**config.mk**
```make
export PLATFORM = sky130hd
export DESIGN_NAME = icmp_echo_reply_checker_top
export DESIGN_NICKNAME = d
export VERILOG_FILES = /design/src/sv/icmp_erc_pkg.sv /design/src/sv/icmp_echo_reply_checker_top.sv
export SDC_FILE = /design/constraint.sdc
export NUM_CORES = 1
export LEC_CHECK = 0
export BUFFER_PORTS_ARGS = -buffer_cell sky130_fd_sc_hd__buf_4
export CORE_UTILIZATION = 65
export DETAILED_ROUTE_END_ITERATION = 16
export PLACE_DENSITY_LB_ADDON = 0.15
export SYNTH_ARGS = -nofsm -noshare
export SYNTH_HDL_FRONTEND = slang
export SYNTH_SLANG_ARGS = --single-unit
export TNS_END_PERCENT = 30
```
**constraint.sdc**
```tcl
create_clock -name clk -period 11 [get_ports clk]
set_input_delay 1.1 -clock clk [delete_from_list [all_inputs] [get_ports clk]]
set_output_delay 1.1 -clock clk [all_outputs]
set_load 0.02 [all_outputs]
```
**src/sv/icmp_erc_pkg.sv**
```systemverilog
// Package for the ICMP echo reply checker: beat types, status codes,
// register indexes and protocol constants. No dependencies.
package icmp_erc_pkg;

	localparam int unsigned ICMP_BYTES_W = 11;
	localparam int unsigned STATUS_W     = 3;
	localparam int unsigned CFG_INDEX_W  = 2;
	localparam int unsigned CFG_DATA_W   = 16;

	localparam logic [STATUS_W-1:0] ST_OK        = 3'd0;
	localparam logic [STATUS_W-1:0] ST_OTHER_ID  = 3'd1;
	localparam logic [STATUS_W-1:0] ST_TOO_SHORT = 3'd2;
	localparam logic [STATUS_W-1:0] ST_BAD_TYPE  = 3'd3;
	localparam logic [STATUS_W-1:0] ST_BAD_SEQ   = 3'd4;
	localparam logic [STATUS_W-1:0] ST_BAD_PAD   = 3'd5;

	localparam logic [CFG_INDEX_W-1:0] CFG_EXPECTED_ID     = 2'd0;
	localparam logic [CFG_INDEX_W-1:0] CFG_EXPECTED_SEQ    = 2'd1;
	localparam logic [CFG_INDEX_W-1:0] CFG_EXPECTED_LENGTH = 2'd2;

	localparam logic [7:0]  PAD_BYTE      = 8'hA5;
	localparam logic [7:0]  ECHO_REPLY    = 8'h00;
	localparam int unsigned ECHO_HEADER   = 8;
	localparam int unsigned WORD_BYTES    = 4;
	localparam int unsigned MIN_IHL       = 5;
	localparam int unsigned ID_END        = 6;
	localparam logic [ICMP_BYTES_W-1:0] ICMP_MAX = 11'd2047;

	typedef struct packed {
		logic [7:0] rx_byte;
		logic       last_byte;
	} in_beat_t;

	typedef struct packed {
		logic [STATUS_W-1:0]     status;
		logic [7:0]              ttl;
		logic [ICMP_BYTES_W-1:0] icmp_bytes;
	} out_beat_t;

endpackage

```
**src/sv/icmp_echo_reply_checker_top.sv**
```systemverilog
// ICMP echo reply checker, top level.
// Depends on icmp_erc_pkg.
//
//  channel | direction | handshake              | payload
//  --------+-----------+------------------------+------------------------------
//  in      | sink      | in_valid / in_stall    | in_data  (rx_byte, last_byte)
//  out     | source    | out_valid / out_stall  | out_data (status, ttl, icmp_bytes)
//  cfg     | sink      | cfg_valid / cfg_ready  | cfg_index, cfg_data
//
// One byte per cycle while in_stall is low; every byte updates the per-packet
// state in the cycle it is accepted, and the last byte loads its result into
// the output register, or into the skid entry when that register cannot take it.
// Results leave through a two-entry buffer (output register plus skid), so
// input keeps flowing while one result waits; in_stall rises only when both
// entries are full. Reset (arst_n low) clears packet state, buffers and
// registers to their defaults at once; no clearing pass. cfg_ready is always high.
module icmp_echo_reply_checker_top
	import icmp_erc_pkg::*;
#(
	parameter int unsigned MAX_PACKET      = 2048,
	parameter int unsigned TIMESTAMP_BYTES = 16
) (
	input  logic                   clk,
	input  logic                   arst_n,
	input  logic                   in_valid,
	output logic                   in_stall,
	input  in_beat_t               in_data,
	output logic                   out_valid,
	input  logic                   out_stall,
	output out_beat_t              out_data,
	input  logic                   cfg_valid,
	output logic                   cfg_ready,
	input  logic [CFG_INDEX_W-1:0] cfg_index,
	input  logic [CFG_DATA_W-1:0]  cfg_data
);

	// byte counter saturates at MAX_PACKET-1
	localparam int unsigned CNT_W  = $clog2(MAX_PACKET);
	localparam int unsigned WIDE_W = (CNT_W > ICMP_BYTES_W) ? CNT_W : ICMP_BYTES_W;
	localparam logic [CNT_W-1:0] COUNT_CAP = CNT_W'(MAX_PACKET - 1);
	localparam logic [CNT_W-1:0] PAD_START = CNT_W'(ECHO_HEADER + TIMESTAMP_BYTES);

	// configuration registers
	logic [15:0]             exp_id_q;
	logic [15:0]             exp_seq_q;
	logic [ICMP_BYTES_W-1:0] exp_len_q;

	// per-packet state
	logic [CNT_W-1:0] byte_count_q;
	logic [5:0]       hdr_bytes_q;
	logic [7:0]       ttl_q;
	logic [7:0]       type_q;
	logic [7:0]       pend_hi_q;
	logic             id_wrong_q;
	logic             seq_wrong_q;
	logic             pad_wrong_q;

	// result buffer
	logic      out_valid_q;
	out_beat_t out_q;
	logic      skid_valid_q;
	out_beat_t skid_q;

	logic             in_acc;
	logic             new_res;
	logic             out_free;
	logic [3:0]       ihl;
	logic [5:0]       hdr_cur;
	logic [CNT_W-1:0] hdr_ext;
	logic [CNT_W-1:0] off;
	logic             in_icmp;
	logic [CNT_W-1:0] count_nxt;
	logic [7:0]       ttl_nxt;
	logic [7:0]       type_nxt;
	logic [7:0]       pend_nxt;
	logic             id_wrong_nxt;
	logic             seq_wrong_nxt;
	logic             pad_wrong_nxt;
	logic [15:0]      word;
	logic [WIDE_W-1:0] icmp_wide;
	logic [ICMP_BYTES_W-1:0] icmp;
	out_beat_t        res;

	assign cfg_ready = 1'b1;
	assign in_stall  = skid_valid_q;
	assign in_acc    = in_valid && !in_stall;
	assign new_res   = in_acc && in_data.last_byte;
	assign out_valid = out_valid_q;
	assign out_data  = out_q;
	assign out_free  = !out_valid_q || !out_stall;

	// byte decode: header length on byte 0, then offsets into the ICMP header
	always_comb begin
		ihl      = in_data.rx_byte[3:0];
		hdr_cur  = hdr_bytes_q;
		if (byte_count_q == '0) begin
			hdr_cur = (ihl < 4'(MIN_IHL)) ? 6'(MIN_IHL * WORD_BYTES) : {ihl, 2'b00};
		end
		hdr_ext  = CNT_W'(hdr_cur);
		in_icmp  = byte_count_q >= hdr_ext;
		off      = byte_count_q - hdr_ext;
		word     = {pend_hi_q, in_data.rx_byte};

		ttl_nxt       = (byte_count_q == CNT_W'(8)) ? in_data.rx_byte : ttl_q;
		type_nxt      = type_q;
		pend_nxt      = pend_hi_q;
		id_wrong_nxt  = id_wrong_q;
		seq_wrong_nxt = seq_wrong_q;
		pad_wrong_nxt = pad_wrong_q;
		if (in_icmp) begin
			priority if (off == CNT_W'(0)) begin
				type_nxt = in_data.rx_byte;
			end else if (off == CNT_W'(4) || off == CNT_W'(6)) begin
				pend_nxt = in_data.rx_byte;
			end else if (off == CNT_W'(5)) begin
				id_wrong_nxt = word != exp_id_q;
			end else if (off == CNT_W'(7)) begin
				seq_wrong_nxt = word != exp_seq_q;
			end else begin
				// code, checksum and timestamp bytes pass, every later byte must be padding
				pad_wrong_nxt = pad_wrong_q ||
					(off >= PAD_START && in_data.rx_byte != PAD_BYTE);
			end
		end

		count_nxt = (byte_count_q < COUNT_CAP) ? byte_count_q + CNT_W'(1) : byte_count_q;

		// ICMP length after this byte, clamped to the field width
		icmp_wide = (count_nxt > hdr_ext) ? WIDE_W'(count_nxt - hdr_ext) : '0;
		icmp = (icmp_wide > WIDE_W'(ICMP_MAX)) ? ICMP_MAX : icmp_wide[ICMP_BYTES_W-1:0];

		res.ttl        = ttl_nxt;
		res.icmp_bytes = icmp;
		priority if (icmp < ICMP_BYTES_W'(ID_END)) begin
			res.status = ST_TOO_SHORT;
		end else if (id_wrong_nxt) begin
			res.status = ST_OTHER_ID;
		end else if (icmp < ICMP_BYTES_W'(ECHO_HEADER) || icmp < exp_len_q) begin
			res.status = ST_TOO_SHORT;
		end else if (type_nxt != ECHO_REPLY) begin
			res.status = ST_BAD_TYPE;
		end else if (seq_wrong_nxt) begin
			res.status = ST_BAD_SEQ;
		end else if (pad_wrong_nxt) begin
			res.status = ST_BAD_PAD;
		end else begin
			res.status = ST_OK;
		end
	end

	// configuration writes; unknown index ignored
	always_ff @(posedge clk or negedge arst_n) begin
		if (!arst_n) begin
			exp_id_q  <= 16'd0;
			exp_seq_q <= 16'd1;
			exp_len_q <= 11'd64;
		end else if (cfg_valid && cfg_ready) begin
			unique case (cfg_index)
				CFG_EXPECTED_ID:     exp_id_q  <= cfg_data;
				CFG_EXPECTED_SEQ:    exp_seq_q <= cfg_data;
				CFG_EXPECTED_LENGTH: exp_len_q <= cfg_data[ICMP_BYTES_W-1:0];
				default: ;
			endcase
		end
	end

	// packet state; cleared after the last byte
	always_ff @(posedge clk or negedge arst_n) begin
		if (!arst_n) begin
			byte_count_q <= '0;
			hdr_bytes_q  <= 6'(MIN_IHL * WORD_BYTES);
			ttl_q        <= '0;
			type_q       <= '0;
			pend_hi_q    <= '0;
			id_wrong_q   <= 1'b0;
			seq_wrong_q  <= 1'b0;
			pad_wrong_q  <= 1'b0;
		end else if (in_acc) begin
			if (in_data.last_byte) begin
				byte_count_q <= '0;
				hdr_bytes_q  <= 6'(MIN_IHL * WORD_BYTES);
				ttl_q        <= '0;
				type_q       <= '0;
				pend_hi_q    <= '0;
				id_wrong_q   <= 1'b0;
				seq_wrong_q  <= 1'b0;
				pad_wrong_q  <= 1'b0;
			end else begin
				byte_count_q <= count_nxt;
				hdr_bytes_q  <= hdr_cur;
				ttl_q        <= ttl_nxt;
				type_q       <= type_nxt;
				pend_hi_q    <= pend_nxt;
				id_wrong_q   <= id_wrong_nxt;
				seq_wrong_q  <= seq_wrong_nxt;
				pad_wrong_q  <= pad_wrong_nxt;
			end
		end
	end

	// result buffer: skid entry feeds the output register first
	always_ff @(posedge clk or negedge arst_n) begin
		if (!arst_n) begin
			out_valid_q  <= 1'b0;
			skid_valid_q <= 1'b0;
		end else if (out_free) begin
			out_valid_q  <= skid_valid_q || new_res;
			skid_valid_q <= skid_valid_q && new_res;
		end else if (new_res) begin
			skid_valid_q <= 1'b1;
		end
	end

	always_ff @(posedge clk) begin
		if (out_free) begin
			if (skid_valid_q) begin
				out_q <= skid_q;
				if (new_res) begin
					skid_q <= res;
				end
			end else if (new_res) begin
				out_q <= res;
			end
		end else if (new_res) begin
			skid_q <= res;
		end
	end

endmodule

```
After elaboration in Yosys (flattened, before gate mapping)

Index checks and enable logic that the tools add are counted.

Input port bits: 32
Bits in latches: 0
ROM bits: 0
Memories kept: 0
Register bits: 133
Bits in writable memories: 0

Reductions and logical operators: 25
Add/sub/neg operators: 3
Multiply operators: 0
$lt $le $gt $ge: 9
Div/mod/pow operators: 0
Equality and inequality tests: 12
Bitwise operators: 0
Shifts and indexed selects: 0
Mux-type cells: 46

Operator list:

| operator                                                            | number |
|---|---|
| 2-to-1 mux 22 bit                                                   | 5 |
| 2-to-1 mux 8 bit                                                    | 9 |
| == test 11 x 3 -> 1 bit (second input constant)                     | 4 |
| 2-to-1 mux 11 bit                                                   | 4 |
| inequality test 16 bit                                              | 2 |
| logical NOT 11 bit                                                  | 2 |
| subtractor 11 x 6 -> 11 bit                                         | 2 |
| 2-to-1 mux 1 bit                                                    | 19 |
| 2-to-1 mux 3 bit                                                    | 6 |
| 2-to-1 mux 6 bit                                                    | 3 |
| adder 11 x 1 -> 11 bit (second input constant)                      | 1 |
| == test 11 x 4 -> 1 bit (second input constant)                     | 1 |
| greater-or-equal comparator 11 x 5 -> 1 bit (second input constant) | 1 |
| greater-or-equal comparator 11 x 6 -> 1 bit                         | 1 |
| > comparator 11 bit (second input constant)                         | 1 |
| > comparator 11 x 6 -> 1 bit                                        | 1 |
| < comparator 11 bit                                                 | 1 |
| < comparator 11 bit (second input constant)                         | 1 |
| < comparator 11 x 3 -> 1 bit (second input constant)                | 1 |
| < comparator 11 x 4 -> 1 bit (second input constant)                | 1 |
| inequality test 8 bit (second input constant)                       | 1 |
| AND reduction 2 bit                                                 | 4 |
| nonzero test 2 bit                                                  | 4 |
| nonzero test 8 bit                                                  | 1 |
| other kinds (9)                                                     | 19 |

Logic depth before layout (Yosys ltp)

Depth in word-level cells: 21
Gate-level depth with buffers: 29
Mapped depth without buffers: 26

Least setup slack after synthesis

Ideal clock, no wire load.

Kind: input -> register
From: input port in_data[4] (netlist bit)
To: register out_q, in the netlist out_data[21] (data pin)
Slack: 5.021 ns
Arrival: 5.722 ns
Setup time: 0.257 ns
Path buffers: 3
Stages: 25
Required time: 10.743 ns
Cells stage by stage: clkbuf_1 -> a21oi_1 -> or3_1 -> o21ai_0 -> ha_1 -> o21a_1 -> o211ai_1 -> mux2i_1 -> o21ai_1 -> a21o_1 -> and2_1 -> clkbuf_1 -> clkbuf_1 -> nor2_1 -> ha_1 -> a21o_1 -> a21o_1 -> a21o_1 -> a21o_1 -> a21o_1 -> a21o_1 -> a221o_1 -> o21ai_1 -> nor2_1 -> a32o_1

Elaborated cells between the ends (all ways): 51
Classes of those cells: add/sub: 2; order compare: 8; eq/ne: 7; mux: 28; reduce/logical: 6

RTL lines:

| what                                                                               | RTL line                           | source |
|---|---|---|
| from (decl)                                                                        | icmp_echo_reply_checker_top.sv:27  | `input in_beat_t in_data,` |
| < comparator 4 x 3 -> 1 bit                                                        | icmp_echo_reply_checker_top.sv:97  | `hdr_cur = (ihl < 4'(MIN_IHL)) ? 6'(MIN_IHL * WORD_BYTES) : {ihl, 2'b00};` |
| 2-to-1 mux 6 bit *                                                                 | icmp_echo_reply_checker_top.sv:97  |  |
| 2-to-1 mux 6 bit *                                                                 | icmp_echo_reply_checker_top.sv:96  | `if (byte_count_q == '0) begin` |
| subtractor 11 x 6 -> 11 bit / > comparator 11 x 6 -> 1 bit (equally long branches) | icmp_echo_reply_checker_top.sv:129 | `icmp_wide = (count_nxt > hdr_ext) ? WIDE_W'(count_nxt - hdr_ext) : '0;` |
| 2-to-1 mux 11 bit *                                                                | icmp_echo_reply_checker_top.sv:129 |  |
| > comparator 11 bit                                                                | icmp_echo_reply_checker_top.sv:130 | `icmp = (icmp_wide > WIDE_W'(ICMP_MAX)) ? ICMP_MAX : icmp_wide[ICMP_BYTES_W-1:0];` |
| 2-to-1 mux 11 bit *                                                                | icmp_echo_reply_checker_top.sv:130 |  |
| net icmp[4]                                                                        | icmp_echo_reply_checker_top.sv:81  | `logic [ICMP_BYTES_W-1:0] icmp;` |
| < comparator 11 x 4 -> 1 bit / < comparator 11 bit (equally long branches)         | icmp_echo_reply_checker_top.sv:138 | `end else if (icmp < ICMP_BYTES_W'(ECHO_HEADER) \|\| icmp < exp_len_q) begin` |
| logical OR 1 bit                                                                   | icmp_echo_reply_checker_top.sv:138 |  |
| 2-to-1 mux 3 bit                                                                   | icmp_echo_reply_checker_top.sv:138 |  |
| 2-to-1 mux 3 bit                                                                   | icmp_echo_reply_checker_top.sv:136 | `end else if (id_wrong_nxt) begin` |
| 2-to-1 mux 3 bit *                                                                 | icmp_echo_reply_checker_top.sv:134 | `priority if (icmp < ICMP_BYTES_W'(ID_END)) begin` |
| 2-to-1 mux 22 bit *                                                                | icmp_echo_reply_checker_top.sv:221 | `end else if (new_res) begin` |
| 2-to-1 mux 22 bit *                                                                | icmp_echo_reply_checker_top.sv:216 | `if (skid_valid_q) begin` |
| to (signal assigned)                                                               | icmp_echo_reply_checker_top.sv:217 | `out_q <= skid_q;` |
| to (signal assigned)                                                               | icmp_echo_reply_checker_top.sv:222 | `out_q <= res;` |
| to (decl)                                                                          | icmp_echo_reply_checker_top.sv:60  | `out_beat_t out_q;` |

Mark *: on every way through the listed nets, which the timed path passes. The rest lies on a longest branch. The select of a mux whose other input is x is not followed.
A chain may end at the register's enable or synchronous reset.

Worst setup path after layout

From: register byte_count_q[10]
To: register out_q, in the netlist out_data[21] (data pin)

Elaborated cells between the ends (all ways): 50
Classes of those cells: add/sub: 3; order compare: 8; eq/ne: 4; mux: 28; reduce/logical: 7

RTL lines:

| what                                                                               | RTL line                                                              | source |
|---|---|---|
| from (decl)                                                                        | icmp_echo_reply_checker_top.sv:49                                     | `logic [CNT_W-1:0] byte_count_q;` |
| from (signal assigned)                                                             | icmp_echo_reply_checker_top.sv:189                                    | `byte_count_q <= count_nxt;` |
| adder 11 x 1 -> 11 bit, or another cell as far along                               | icmp_echo_reply_checker_top.sv:126                                    | `count_nxt = (byte_count_q < COUNT_CAP) ? byte_count_q + CNT_W'(1) : byte_count_q;` |
| 2-to-1 mux 11 bit / 2-to-1 mux 6 bit (equally long branches)                       | icmp_echo_reply_checker_top.sv:126, icmp_echo_reply_checker_top.sv:96 |  |
| subtractor 11 x 6 -> 11 bit / > comparator 11 x 6 -> 1 bit (equally long branches) | icmp_echo_reply_checker_top.sv:129                                    |  |
| 2-to-1 mux 11 bit *                                                                | icmp_echo_reply_checker_top.sv:129                                    |  |
| > comparator 11 bit                                                                | icmp_echo_reply_checker_top.sv:130                                    |  |
| 2-to-1 mux 11 bit *                                                                | icmp_echo_reply_checker_top.sv:130                                    |  |
| net icmp[4]                                                                        | icmp_echo_reply_checker_top.sv:81                                     |  |
| < comparator 11 x 4 -> 1 bit / < comparator 11 bit (equally long branches)         | icmp_echo_reply_checker_top.sv:138                                    |  |
| logical OR 1 bit                                                                   | icmp_echo_reply_checker_top.sv:138                                    |  |
| 2-to-1 mux 3 bit                                                                   | icmp_echo_reply_checker_top.sv:138                                    |  |
| 2-to-1 mux 3 bit                                                                   | icmp_echo_reply_checker_top.sv:136                                    |  |
| 2-to-1 mux 3 bit *                                                                 | icmp_echo_reply_checker_top.sv:134                                    |  |
| 2-to-1 mux 22 bit *                                                                | icmp_echo_reply_checker_top.sv:221                                    |  |
| 2-to-1 mux 22 bit *                                                                | icmp_echo_reply_checker_top.sv:216                                    |  |

Marked as above.

==> reports/results.ini <==
[routing]
routedWlPerCell_um = 22.4
drt_iter0_markers = 586
antenna_left = 0
finalWirelength_mm = 19.3
first_pass_iters = 6
vias_per_cell = 6.62
post-route-drc-count = 0
vias = 5713

[power_and_ir_drop]
p_leak_nw = 3.76
p_per_area_nw_per_um2 = 170
finalPower_w = 0.00146
ir_drop_uv = 177

[timing]
hold_slack_ns = 0.498
setup_violations = 0
hold_viol_final = 0
min_period_ns = 6.42
fin_crit_sh = 0.583
rsz0062_at_grt = no
worstMarginPinSlew_ns = 1.36
drv_slew = 0
final.setup_skew_ns = 0.00626
clock.fmax_mhz = 156
fin_tns_setup_ns = 0
relSlewSlack = 0.0908

[grt]
grt_max_degree = 81
grt_pass1_vias = 5737
grt_pass1_wl_mm = 30.1
overflow = 0
grt_usage = 0.347
antenna_found_initial = 0

[critical_path]
cpPeakStageDelay_ns = 0.60
worstPathArrival_ns = 6.59
reg2reg_slack_ns = 4.58
r2r-start = byte_count_q[10]
path_cells = nor4_4 -> nand4_2 -> or3_1 -> o21ai_0 -> ha_1 -> o21a_1 -> o211ai_1 -> mux2i_1 -> o21ai_1 -> a21o_1 -> and2_1 -> nor2_1 -> ha_1 -> a21o_1 -> a21o_1 -> a21o_1 -> a21o_1 -> a21o_1 -> a21o_1 -> a221o_1 -> o21ai_1 -> nor2_1 -> a32o_1
reg2reg_to = out_data[21]
crit_path_max_fanout = 18
worst_path_max_delay_cell = dfrtp_1
cp-end-kind = flop
crit_start = byte_count_q[10]
cp_common_cell = a21o_1
path_class = flop to flop
cp-start-kind = flop
cp.required_ns = 11.18
cp-endpoint = out_data[21]
r2r_cells = 23

[synthesis]
synthTopCellsByArea = dfrtp_1 (28%), edfxtp_1 (18%), mux2_2 (9.5%)
yosysSeqAreaShare = 0.474
synth-seq-cells = 133
synth_top_area_share = 0.284
synth.distinct_cells = 74
synth_fp_nets = 727
async_flop_share = 0.669
synth_edf_count = 44
yosys_warnings = 0
syn_area_um2 = 7500
syn_inst = 672
syn_area_per_cell_um2 = 11.2
synth_flop_cell = dfrtp_1
yosysTopAreaCell = dfrtp_1

[clock_tree]
cts_setup_buffers = 0
clk_pin_slew_ns = 0.06
numCtsBuffers = 17
cts-root-buf = clkbuf_16
cts-resized-gates = 0
clk_latency_ns = 0.42
cts_tree = done
clk_path_buf_depth = 2
htree_num_levels = 4
hold_buffers = 0
clock-sinks = 133

[hold_path]
hold_class = input pin to asynchronous set/reset pin

[die]
ios = 57
dieArea_um2 = 12000
die_w_um = 109
die_h_um = 109
core_area_um2 = 11000
rows = 38
start_util = 0.680

[layout]
area_delta_synth_final_pct = 14.5
n_antenna_cell = 0
drive_gt1_frac = 0.242
nets = 766
utilization = 0.778

[flow_run]
maxCapViolCount = 0

[placement]
hpwl_mm = 13.7
routabilityCongestion = 0.952
port_buffers = 55

[status]
status = finished clean

==> kinds of logic (layout without fill, tap and decap cells) <==
kind of cell               count (synthesis)  count (layout)  synth area share
DFF                                      133             133             0.474
muxes                                     68              68             0.103
buffers and inverters                     67             118            0.0354
xor gates and xnor gates                  52              52            0.0607
AOI/OAI and AO/OA                        145             145             0.145
and+or+nand+nor                          182             182             0.140
other                                      1               1          0.000500
adders and majority gates                 24              24            0.0419
==> cells in the final DEF (no fill, tap or decap), types with 5 or more instances in the layout <==
| cell type | count |
|---|---|
| a21o_1 | 13 |
| nor4_1 | 15 |
| edfxtp_1 | 44 |
| nor2_1 | 39 |
| inv_1 | 29 |
| o21ai_0 | 19 |
| and3_1 | 6 |
| nor3_1 | 9 |
| o31ai_1 | 13 |
| mux2_2 | 63 |
| nand2_1 | 37 |
| ha_1 | 21 |
| a21oi_1 | 15 |
| and2_1 | 8 |
| xor2_1 | 38 |
| dfrtp_1 | 85 |
| nand3_1 | 8 |
| nand4_1 | 17 |
| clkbuf_16 | 18 |
| a22o_1 | 29 |
| nor2b_1 | 7 |
| o21a_1 | 5 |
| nand2b_1 | 5 |
| buf_4 | 58 |
| xnor2_1 | 14 |
| o22ai_1 | 5 |
| o211ai_1 | 5 |
==> registers in the layout, indices dropped and copies added, names as in the netlist, 6 cells and up <==
register      count
pend_hi_q         8
exp_seq_q        16
byte_count_q     11
ttl_q             8
hdr_bytes_q       6
out_data         22
exp_len_q        11
skid_q           22
type_q            8
exp_id_q         16
==> synth_stat cells, drive strengths merged, types with 5 or more instances <==
master  number
o31ai       14
buf          9
o21ai       24
nand2b       5
inv         29
a211oi       5
a21oi       16
a22o        29
nand2       37
mux2i        5
and3         6
o21a         5
nand3        8
xor2        38
ha          21
dfrtp       85
nor4        19
o22ai        5
nor2b        7
mux2        63
o211ai       5
edfxtp      44
nor3         9
nor2        40
and2         8
xnor2       14
clkbuf      29
a21o        13
nand4       18
==> power by group <==
group | switching, W | total, W | leakage, nW | internal [W]
Clock | 0.000208 | 0.000588 | 0.302 | 0.000380
Sequential | 0.0000327 | 0.000590 | 1.55 | 0.000557
Combinational | 0.000167 | 0.000282 | 1.91 | 0.000116
==> routing by layer <==
layer | part of all wire | up-vias | global-route usage
met3 | 0.078 | 71 | 0.0628
met4 | 0.051 | 0 | 0.206
li1 | - | 2582 | -
met1 | 0.40 | 2746 | 0.438
met5 | 0 | - | 0
met2 | 0.48 | 314 | 0.559
==> worst max-delay path, delay by kind of cell, from the launching register on <==
family                   cells  cell delay (ns)
flip-flops                   1             0.60
multiplexers                 1             0.14
AND/OR/NAND/NOR              6             1.97
adder cells (fa/ha/maj)      2             0.69
AO/OA/AOI/OAI               14             2.74
==> through the flow <==
step                cells  instance area (um^2)  setup WS, ns
floorplan             672                  7500          5.02
finish                863                  8580          4.58
detailed placement    832                  7960          4.69
CTS                   863                  8580          4.72
global route          863                  8580          4.22
global placement      832                  7960          4.89
==> worst min-delay path by stage <==
stage	start	endpoint	cells after the start
after detailed placement	ttl_q[7]	ttl_q[7]	1
after global routing	arst_n	byte_count_q[5]	1
after global placement	id_wrong_q	id_wrong_q	2
after CTS	arst_n	byte_count_q[6]	1
final	arst_n	byte_count_q[5]	1
after floorplan	hdr_bytes_q[0]	hdr_bytes_q[0]	1
==> cell type report <==
cell class                 instances  area [um^2]
inverter                          29          109
sequential                       133         3550
tap                              140          175
fill                             666         2450
clock inverter                     8          123
multi-input combinational        472         3700
clock buffer                      23          489
timing repair buffer              58          435
(Power assumes the default switching activity.)
